===== config.mk =====
export PLATFORM = sky130hd
export DESIGN_NAME = load_stepped_frequency_governor_top
export DESIGN_NICKNAME = d
export VERILOG_FILES = /design/src/sv/lsfg_pkg.sv /design/src/sv/lsfg_load_div.sv /design/src/sv/load_stepped_frequency_governor_top.sv
export SDC_FILE = /design/constraint.sdc
export NUM_CORES = 2
export LEC_CHECK = 0
export ABC_AREA = 1
export BUFFER_PORTS_ARGS = -buffer_cell sky130_fd_sc_hd__buf_2
export CORE_UTILIZATION = 50
export CTS_CLUSTER_SIZE = 10
export DETAILED_ROUTE_END_ITERATION = 12
export PLACE_DENSITY = 0.68
export SLEW_MARGIN = 20
export SYNTH_ARGS = -nofsm -noshare
export SYNTH_HDL_FRONTEND = slang
export SYNTH_SLANG_ARGS = --single-unit
export TNS_END_PERCENT = 1

===== constraint.sdc =====
create_clock -name clk -period 8.55 [get_ports clk]
set_clock_uncertainty 0.1 [all_clocks]
set_input_delay 1.2825 -clock clk [delete_from_list [all_inputs] [get_ports clk]]
set_output_delay 1.2825 -clock clk [all_outputs]
set_load 0.01 [all_outputs]

===== src/sv/lsfg_pkg.sv =====
// Shared types and constants of the load-stepped frequency governor.
// Used by the top level, the load divider and the port checker.
package lsfg_pkg;

  localparam int unsigned CNT_W     = 5;   // bit position counter of the serial pass
  localparam int unsigned WORD_W    = 32;
  localparam int unsigned FREQ_W    = 22;
  localparam int unsigned PCT_W     = 7;
  localparam int unsigned DIV_STEPS = 7;   // quotient bits of the load divider

  localparam logic [1:0] OP_SAMPLE = 2'd0;
  localparam logic [1:0] OP_NOTICE = 2'd1;
  localparam logic [1:0] OP_START  = 2'd2;

  localparam logic [2:0] REG_UP_THR   = 3'd0;
  localparam logic [2:0] REG_DOWN_THR = 3'd1;
  localparam logic [2:0] REG_STEP_PCT = 3'd2;
  localparam logic [2:0] REG_IGN_NICE = 3'd3;
  localparam logic [2:0] REG_MIN_FREQ = 3'd4;
  localparam logic [2:0] REG_MAX_FREQ = 3'd5;

  localparam logic [PCT_W-1:0]  RST_UP_THR   = 7'd80;
  localparam logic [PCT_W-1:0]  RST_DOWN_THR = 7'd40;
  localparam logic [PCT_W-1:0]  RST_STEP_PCT = 7'd10;
  localparam logic [FREQ_W-1:0] RST_MIN_FREQ = 22'd728000;
  localparam logic [FREQ_W-1:0] RST_MAX_FREQ = 22'd2600000;

  localparam logic [PCT_W-1:0]  PCT_FULL     = 7'd100;
  localparam logic [PCT_W-1:0]  DOWN_MARGIN  = 7'd10;
  localparam logic [FREQ_W-1:0] STEP_MIN_KHZ = 22'd5;

  typedef struct packed {
    logic              start;
    logic [WORD_W-1:0] busy;
    logic [WORD_W-1:0] dwall;
  } lsfg_div_req_t;

  typedef struct packed {
    logic             done;
    logic [PCT_W-1:0] quot;
  } lsfg_div_res_t;

endpackage


===== src/sv/lsfg_load_div.sv =====
// Restoring divider for the load percentage: floor(100 * busy / wall), one bit a cycle.
// Depends on lsfg_pkg for the request and result structs.
module lsfg_load_div
  import lsfg_pkg::*;
(
  input  logic          clk,
  input  logic          rst,
  input  lsfg_div_req_t req,
  output lsfg_div_res_t res
);

  logic                rn;
  logic                done;
  logic [2:0]          cnt;
  logic [38:0]         rem;
  logic [38:0]         dsh;
  logic [PCT_W-1:0]    q;
  logic [38:0]         num;
  logic                ge;

  // 100 * busy as 64 + 32 + 4 times busy.
  assign num = {1'b0, req.busy, 6'b0} + {2'b0, req.busy, 5'b0} + {5'b0, req.busy, 2'b0};
  assign ge  = rem >= dsh;

  always_ff @(posedge clk) begin
    if (rst) begin
      rn   <= 1'b0;
      done <= 1'b0;
      cnt  <= '0;
    end else begin
      done <= 1'b0;
      if (req.start) begin
        rn  <= 1'b1;
        cnt <= 3'(DIV_STEPS - 1);
      end else if (rn) begin
        if (cnt == 3'd0) begin
          rn   <= 1'b0;
          done <= 1'b1;
        end else begin
          cnt <= cnt - 3'd1;
        end
      end
    end
  end

  // The quotient stays within 100 while busy does not exceed wall, so the divisor starts shifted up by six.
  always_ff @(posedge clk) begin
    if (req.start) begin
      rem <= num;
      dsh <= {1'b0, req.dwall, 6'b0};
    end else if (rn) begin
      if (ge) begin
        rem <= rem - dsh;
      end
      q   <= {q[PCT_W-2:0], ge};
      dsh <= dsh >> 1;
    end
  end

  assign res.done = done;
  assign res.quot = q;

endmodule


===== src/sv/load_stepped_frequency_governor_top.sv =====
// Channel   Dir  Transfer when          Contents
// s_*       in   s_tvalid & s_tready    opcode (tuser); wall/idle/nice counters, current frequency
// m_*       out  m_tvalid & m_tready    request flag (tuser); target frequency, load percent
// APB       in   psel&penable&pwrite    six governor registers at 4-byte spacing
// A load sample goes from its transfer to its result through a bit-serial pass over the counter
// deltas (which also divides the frequency step by 100), a state that starts the divider, a wait
// for the divider's seven quotient bits, then the decision, which waits while the output is held.
// Notices, starts and unused opcodes skip the pass and the divider and go straight to the decision.
// One item is in work at a time; a finished result waits in the output register.
// Reset is synchronous; registers return to their defaults and the request to zero.
module load_stepped_frequency_governor_top
  import lsfg_pkg::*;
(
  input  logic         clk,
  input  logic         rst,
  input  logic         s_tvalid,
  output logic         s_tready,
  // [1:0] opcode
  input  logic [1:0]   s_tuser,
  // [31:0] wall_us, [63:32] idle_us, [95:64] nice_us, [117:96] cur_freq_khz, [119:118] zero
  input  logic [119:0] s_tdata,
  output logic         m_tvalid,
  input  logic         m_tready,
  // [0] request_valid
  output logic         m_tuser,
  // [21:0] target_freq_khz, [28:22] load_percent, [31:29] zero
  output logic [31:0]  m_tdata,
  input  logic         psel,
  input  logic         penable,
  input  logic         pwrite,
  input  logic [4:0]   paddr,
  input  logic [31:0]  pwdata,
  output logic [31:0]  prdata,
  output logic         pready
);

  localparam logic [2:0] ST_IDLE  = 3'd0;
  localparam logic [2:0] ST_SER   = 3'd1;
  localparam logic [2:0] ST_DIVGO = 3'd2;
  localparam logic [2:0] ST_DIVW  = 3'd3;
  localparam logic [2:0] ST_DEC   = 3'd4;

  logic [2:0] state;

  // Configuration registers.
  logic [PCT_W-1:0]  up_thr, down_thr, step_pct;
  logic              ign_nice;
  logic [FREQ_W-1:0] min_f, max_f;
  logic [2:0]        reg_idx;

  // Governor state.
  logic [WORD_W-1:0] pw, pi, pn;
  logic [FREQ_W-1:0] req_f, req_f_next;

  // Item in work.
  logic [1:0]        op;
  logic [FREQ_W-1:0] cur;
  logic [WORD_W-1:0] w_sh, i_sh, n_sh;
  logic [WORD_W-1:0] dwall_sh, busy_sh;
  logic              bw, bi, bn, cs, bb, nz;
  logic [CNT_W-1:0]  cnt;
  logic [WORD_W-1:0] prod;
  logic [PCT_W-1:0]  srem;
  logic [FREQ_W-1:0] sq;

  logic              in_xfer, fire;
  logic [1:0]        in_op;
  logic [PCT_W-1:0]  pct_c;
  logic [28:0]       prod_w;

  // Serial bit signals.
  logic dw, di, dn, dn_e, dt, bu;
  logic bw_n, bi_n, bn_n, cs_n, bb_n;
  logic [7:0]        st_t;
  logic              st_bit;

  // Decision.
  lsfg_div_req_t     div_req;
  lsfg_div_res_t     div_res;
  logic [PCT_W-1:0]  load_v;
  logic [FREQ_W-1:0] step_up, up_r, dn_r0, dn_r;
  logic [FREQ_W:0]   up_sum;
  logic              down_ok, valid_v;

  assign pready   = 1'b1;
  assign reg_idx  = paddr[4:2];
  assign s_tready = (state == ST_IDLE);
  assign in_xfer  = s_tvalid && s_tready;
  assign in_op    = s_tuser;
  assign pct_c    = (step_pct > PCT_FULL) ? PCT_FULL : step_pct;
  assign prod_w   = 29'(pct_c) * 29'(max_f);

  always_ff @(posedge clk) begin
    if (rst) begin
      up_thr   <= RST_UP_THR;
      down_thr <= RST_DOWN_THR;
      step_pct <= RST_STEP_PCT;
      ign_nice <= 1'b0;
      min_f    <= RST_MIN_FREQ;
      max_f    <= RST_MAX_FREQ;
    end else if (psel && penable && pwrite && pready) begin
      case (reg_idx)
        REG_UP_THR:   up_thr   <= pwdata[PCT_W-1:0];
        REG_DOWN_THR: down_thr <= pwdata[PCT_W-1:0];
        REG_STEP_PCT: step_pct <= pwdata[PCT_W-1:0];
        REG_IGN_NICE: ign_nice <= pwdata[0];
        REG_MIN_FREQ: min_f    <= pwdata[FREQ_W-1:0];
        REG_MAX_FREQ: max_f    <= pwdata[FREQ_W-1:0];
        default: ;
      endcase
    end
  end

  always_comb begin
    case (reg_idx)
      REG_UP_THR:   prdata = {25'b0, up_thr};
      REG_DOWN_THR: prdata = {25'b0, down_thr};
      REG_STEP_PCT: prdata = {25'b0, step_pct};
      REG_IGN_NICE: prdata = {31'b0, ign_nice};
      REG_MIN_FREQ: prdata = {10'b0, min_f};
      REG_MAX_FREQ: prdata = {10'b0, max_f};
      default:      prdata = '0;
    endcase
  end

  // One bit of every delta per cycle, LSB first: wall, idle, nice, idle + nice, busy.
  always_comb begin
    dw   = w_sh[0] ^ pw[0] ^ bw;
    bw_n = (~w_sh[0] & pw[0]) | (~(w_sh[0] ^ pw[0]) & bw);
    di   = i_sh[0] ^ pi[0] ^ bi;
    bi_n = (~i_sh[0] & pi[0]) | (~(i_sh[0] ^ pi[0]) & bi);
    dn   = n_sh[0] ^ pn[0] ^ bn;
    bn_n = (~n_sh[0] & pn[0]) | (~(n_sh[0] ^ pn[0]) & bn);
    dn_e = ign_nice & dn;
    dt   = di ^ dn_e ^ cs;
    cs_n = (di & dn_e) | (cs & (di ^ dn_e));
    bu   = dw ^ dt ^ bb;
    bb_n = (~dw & dt) | (~(dw ^ dt) & bb);
    // Frequency step: the product is divided by 100 one bit per cycle, MSB first.
    st_t   = {srem, prod[WORD_W-1]};
    st_bit = st_t >= {1'b0, PCT_FULL};
  end

  assign div_req.start = (state == ST_DIVGO);
  assign div_req.busy  = busy_sh;
  assign div_req.dwall = dwall_sh;

  lsfg_load_div u_div (
    .clk (clk),
    .rst (rst),
    .req (div_req),
    .res (div_res)
  );

  always_comb begin
    load_v   = (op == OP_SAMPLE && nz && !bb) ? div_res.quot : '0;
    step_up  = (sq == '0) ? STEP_MIN_KHZ : sq;
    up_sum   = {1'b0, req_f} + {1'b0, step_up};
    up_r     = (up_sum > {1'b0, max_f}) ? max_f : up_sum[FREQ_W-1:0];
    dn_r0    = (req_f > sq) ? req_f - sq : '0;
    dn_r     = (dn_r0 < min_f) ? min_f : dn_r0;
    down_ok  = (down_thr > DOWN_MARGIN) && (load_v < down_thr - DOWN_MARGIN);
    req_f_next = req_f;
    valid_v  = 1'b0;
    case (op)
      OP_SAMPLE: begin
        if (step_pct != '0) begin
          if (load_v > up_thr) begin
            if (req_f != max_f) begin
              req_f_next = up_r;
              valid_v    = 1'b1;
            end
          end else if (down_ok) begin
            req_f_next = dn_r;
            valid_v    = (cur != min_f);
          end
        end
      end
      OP_NOTICE: begin
        if (req_f > max_f || req_f < min_f) begin
          req_f_next = cur;
        end
      end
      OP_START: begin
        req_f_next = cur;
      end
      default: ;
    endcase
  end

  assign fire = (state == ST_DEC) && (!m_tvalid || m_tready);

  always_ff @(posedge clk) begin
    if (rst) begin
      state    <= ST_IDLE;
      m_tvalid <= 1'b0;
      req_f    <= '0;
      pw       <= '0;
      pi       <= '0;
      pn       <= '0;
      cnt      <= '0;
    end else begin
      if (fire) begin
        m_tvalid <= 1'b1;
      end else if (m_tready) begin
        m_tvalid <= 1'b0;
      end
      case (state)
        ST_IDLE: begin
          if (in_xfer) begin
            cnt <= '0;
            if (in_op == OP_SAMPLE) begin
              state <= ST_SER;
            end else begin
              state <= ST_DEC;
              if (in_op == OP_START) begin
                pw <= s_tdata[31:0];
                pi <= s_tdata[63:32];
                if (ign_nice) begin
                  pn <= s_tdata[95:64];
                end
              end
            end
          end
        end
        ST_SER: begin
          // Rotating the stored counters leaves them holding this sample at the end of the pass.
          pw  <= {w_sh[0], pw[WORD_W-1:1]};
          pi  <= {i_sh[0], pi[WORD_W-1:1]};
          pn  <= {ign_nice ? n_sh[0] : pn[0], pn[WORD_W-1:1]};
          cnt <= cnt + 1'b1;
          if (cnt == '1) begin
            state <= ST_DIVGO;
          end
        end
        ST_DIVGO: state <= ST_DIVW;
        ST_DIVW: begin
          if (div_res.done) begin
            state <= ST_DEC;
          end
        end
        ST_DEC: begin
          if (fire) begin
            req_f <= req_f_next;
            state <= ST_IDLE;
          end
        end
        default: state <= ST_IDLE;
      endcase
    end
  end

  always_ff @(posedge clk) begin
    if (in_xfer) begin
      op   <= in_op;
      cur  <= s_tdata[117:96];
      w_sh <= s_tdata[31:0];
      i_sh <= s_tdata[63:32];
      n_sh <= s_tdata[95:64];
      bw   <= 1'b0;
      bi   <= 1'b0;
      bn   <= 1'b0;
      cs   <= 1'b0;
      bb   <= 1'b0;
      nz   <= 1'b0;
      prod <= {3'b0, prod_w};
      srem <= '0;
    end else if (state == ST_SER) begin
      w_sh     <= w_sh >> 1;
      i_sh     <= i_sh >> 1;
      n_sh     <= n_sh >> 1;
      bw       <= bw_n;
      bi       <= bi_n;
      bn       <= bn_n;
      cs       <= cs_n;
      bb       <= bb_n;
      nz       <= nz | dw;
      dwall_sh <= {dw, dwall_sh[WORD_W-1:1]};
      busy_sh  <= {bu, busy_sh[WORD_W-1:1]};
      prod     <= {prod[WORD_W-2:0], 1'b0};
      srem     <= st_bit ? 7'(st_t - {1'b0, PCT_FULL}) : st_t[PCT_W-1:0];
      sq       <= {sq[FREQ_W-2:0], st_bit};
    end
  end

  always_ff @(posedge clk) begin
    if (fire) begin
      m_tuser <= valid_v;
      m_tdata <= {3'b0, load_v, req_f_next};
    end
  end

endmodule


==> results.sh <==
export IMPL_status="completed"
export IMPL_drtAntennaViolNets=0
export IMPL_reg2reg_slack_ns=1.98
export IMPL_holdWs_ns=0.345
export IMPL_portBuffers=205
export IMPL_peakVddDrop_mv=0.203
export IMPL_critPathTopFamily="simple AND/OR/NAND/NOR gates"
export IMPL_min_path_type="flip-flop to flip-flop"
export IMPL_period_minus_slack_ns=6.57
export IMPL_cpPeakStageDelay_ns=0.55
export IMPL_ys_seq_elements=563
export IMPL_numCtsBuffers=70
export IMPL_cts_resized=0
export IMPL_antenna_found_initial=9
export IMPL_nets=5410
export IMPL_overflow=0
export IMPL_max_freq_ghz=0.152
export IMPL_hold_start="dwall_sh[15]$_DFFE_PP_"
export IMPL_grt_pass1_wl_mm=168
export IMPL_crit_path_frequent_cell="nand2_1"
export IMPL_wire_per_inst_um=18.3
export IMPL_clk_latency_ns=0.62
export IMPL_synth_compound_area_share=0.148
export IMPL_max_cap_viol_count=0
export IMPL_synthArstFlopShare=0
export IMPL_first_global_vias=30509
export IMPL_areaGrowthSynthToFinish_pct=9.92
export IMPL_leakage_uw=0.0192
export IMPL_pre_cts_ws_ns=2.01
export IMPL_setup_violations=0
export IMPL_final_hold_viol_count=0
export IMPL_synth_top_family_by_area="simple AND/OR/NAND/NOR gates"
export IMPL_die_h_um=278
export IMPL_gp_congestion=0.995
export IMPL_core_um2=74800
export IMPL_drc=0
export IMPL_grt_max_degree=108
export IMPL_routed_wl_mm=107
export IMPL_initial_core_util=0.508
export IMPL_r2r_start="sq[6]$_DFFE_PP_"
export IMPL_clkSinkCount=563
export IMPL_ff2ff_path_depth=30
export IMPL_utilization=0.558
export IMPL_yosysUniqueCellTypes=64
export IMPL_vias_per_cell=5.59
export IMPL_cts_tree="built"
export IMPL_crit_type="flip-flop to flip-flop"
export IMPL_drive_above_1_share=0.0790
export IMPL_whs_path_depth=0
export IMPL_h_tree_depth=3
export IMPL_row_count=100
export IMPL_synthFlopType="edfxtp_1"
export IMPL_endpoint_kind="flip-flop"
export IMPL_drv_slew=0
export IMPL_required_ns=8.92
export IMPL_fin_ws_ns=1.98
export IMPL_netlist_instances=4731
export IMPL_syn_avg_cell_area_um2=8.03
export IMPL_slew_headroom=0.298
export IMPL_drtIter0Drc=3307
export IMPL_design_portCount=234
export IMPL_tightestPinTransition_ns=1.05
export IMPL_power_density_nw_per_um2=344
export IMPL_ys_seq_area_frac=0.387
export IMPL_die_w_um=278
export IMPL_hold_buffers=0
export IMPL_yosysWarnings=0
export IMPL_clk_pin_slew_ns=0.06
export IMPL_detailedRoute_firstPassIterationCount=8
export IMPL_cts_root_buffer="clkbuf_16"
export IMPL_vias=32754
export IMPL_synthXorXnorAreaFrac=0.0184
export IMPL_hpwl_mm=78.6
export IMPL_start_kind="flip-flop"
export IMPL_holdPathEnd="dwall_sh[14]$_DFFE_PP_"
export IMPL_critPathArrivalTime_ns=6.94
export IMPL_rsz0062_at_grt="false"
export IMPL_critPathBufInv=3
export IMPL_synthAdderAreaFrac=0.161
export IMPL_cpMaxStageDelayCell="nand2_1"
export IMPL_cts_setup_buffers=0
export IMPL_setup_tns_ns=0
export IMPL_synth_simple_area_share=0.203
export IMPL_finalInstanceArea_um2=41800
export IMPL_r2r_end="m_tdata[19]$_DFFE_PP_"
export IMPL_dieArea_um2=77100
export IMPL_synth_area_mux_share=0
export IMPL_cts_max_path_buffers=3
export IMPL_gr_usage_all_layers=0.275
export IMPL_critPathMaxFanout=23
export IMPL_dpl_cell_area_um2=39600
export IMPL_syn_area_um2=38000
export IMPL_period_share=0.768
export IMPL_synth_edf_count=343
[layout by cell type (no fill, tap or decap), types with 8 or more instances in the layout]
cell,instances
nand2_1,1282
inv_1,590
o21ai_0,396
edfxtp_1,343
a21oi_1,294
ha_1,271
nor2_1,243
dfxtp_1,220
buf_2,205
nand3_1,175
fa_1,136
a31oi_1,110
clkbuf_16,73
nand4_1,54
xor2_1,42
xnor2_1,38
o21a_1,37
clkbuf_1,33
nor3_1,29
o21ai_1,28
buf_4,25
o22ai_1,23
o211ai_1,19
or2_2,16
nor4_1,14
conb_1,14
nand3_2,13
a21o_1,11
o221ai_1,10
a211oi_1,9
nand3b_1,9
a21boi_1,8
[power breakdown]
part / switching, uW / total [uW] / internal (uW)
Clock: 1160 / 2760 / 1600
Combinational: 4490 / 6770 / 2290
Sequential: 576 / 4840 / 4270
[worst max-delay path by stage]
stage | slack (ns) | from | end | cells past startpoint
floorplan | 3.07 | step_pct[3]$_SDFFE_PP1P_ | prod[27]$_DFFE_PP_ | 25
global placement | 2.11 | step_pct[5]$_SDFFE_PP0P_ | prod[28]$_DFFE_PP_ | 26
detailed placement | 2.01 | step_pct[5]$_SDFFE_PP0P_ | prod[28]$_DFFE_PP_ | 26
CTS | 2.01 | step_pct[5]$_SDFFE_PP0P_ | prod[28]$_DFFE_PP_ | 26
global route | 1.51 | sq[6]$_DFFE_PP_ | req_f[1]$_SDFFE_PP0P_ | 35
finish | 1.98 | sq[6]$_DFFE_PP_ | m_tdata[19]$_DFFE_PP_ | 30
[logic make-up (layout without fill, tap and decap cells)]
logic type / Yosys count / after routing
xor gates and xnor gates: 80 / 80
DFF: 563 / 563
buffers and inverters: 810 / 951
and+or+nand+nor: 1868 / 1868
adders and majority gates: 407 / 407
other: 2 / 17
AOI/OAI and AO/OA: 1001 / 1001
[routing by layer]
layer | part of all wire | up-vias | global-route usage
li1 | - | 15976 | -
met1 | 0.43 | 15385 | 0.382
met2 | 0.44 | 1166 | 0.426
met3 | 0.083 | 219 | 0.0485
met4 | 0.037 | 8 | 0.109
met5 | 0.00043 | - | 0
[state kept, by name, summed over array words and instances, names as in the netlist, 29 cells and up]
signal and count:
i_sh 32, busy_sh 32, n_sh 32, w_sh 32
pn 32, pi 32, m_tdata 29, u_div.rem 39
pw 32, dwall_sh 32, u_div.dsh 38, prod 32
[cell type report]
cell class / instances / area (um^2)
Antenna cell: 3 / 7.51
Clock buffer: 108 / 1980
Clock inverter: 11 / 126
Fill cell: 7024 / 33100
Inverter: 601 / 2270
Multi-Input combinational cell: 3370 / 20200
Sequential cell: 563 / 14700
Tap cell: 969 / 1210
Timing Repair Buffer: 231 / 1240
[worst reg2reg max path: cells and delay by family, from the launching register on]
kind	cells	cell delay, ns
buffers and inverters	3	0.26
adders and majority gates	3	0.90
DFF	1	0.49
AOI/OAI and AO/OA	3	0.73
and+or+nand+nor	21	3.98
[cell usage after synthesis, drive strengths merged (46+ instances only)]
| library cell | count | share of area |
|---|---|---|
| nand2 | 1289 | 0.13 |
| buf | 46 | 0.0073 |
| nand4 | 54 | 0.0089 |
| edfxtp | 343 | 0.27 |
| o21ai | 429 | 0.057 |
| nor2 | 252 | 0.025 |
| dfxtp | 220 | 0.12 |
| a21oi | 299 | 0.040 |
| fa | 136 | 0.072 |
| ha | 271 | 0.089 |
| inv | 597 | 0.059 |
| clkbuf | 163 | 0.016 |
| nand3 | 188 | 0.026 |
| a31oi | 110 | 0.018 |
[through the flow]
stage | instances | total power, uW
floorplan | 4743 | 9820
global placement | 5733 | 11400
detailed placement | 5733 | 11600
CTS | 5852 | 14400
global route | 5856 | 15600
finish | 5856 | 14400
Note: power is estimated with default switching activity, not from simulation.
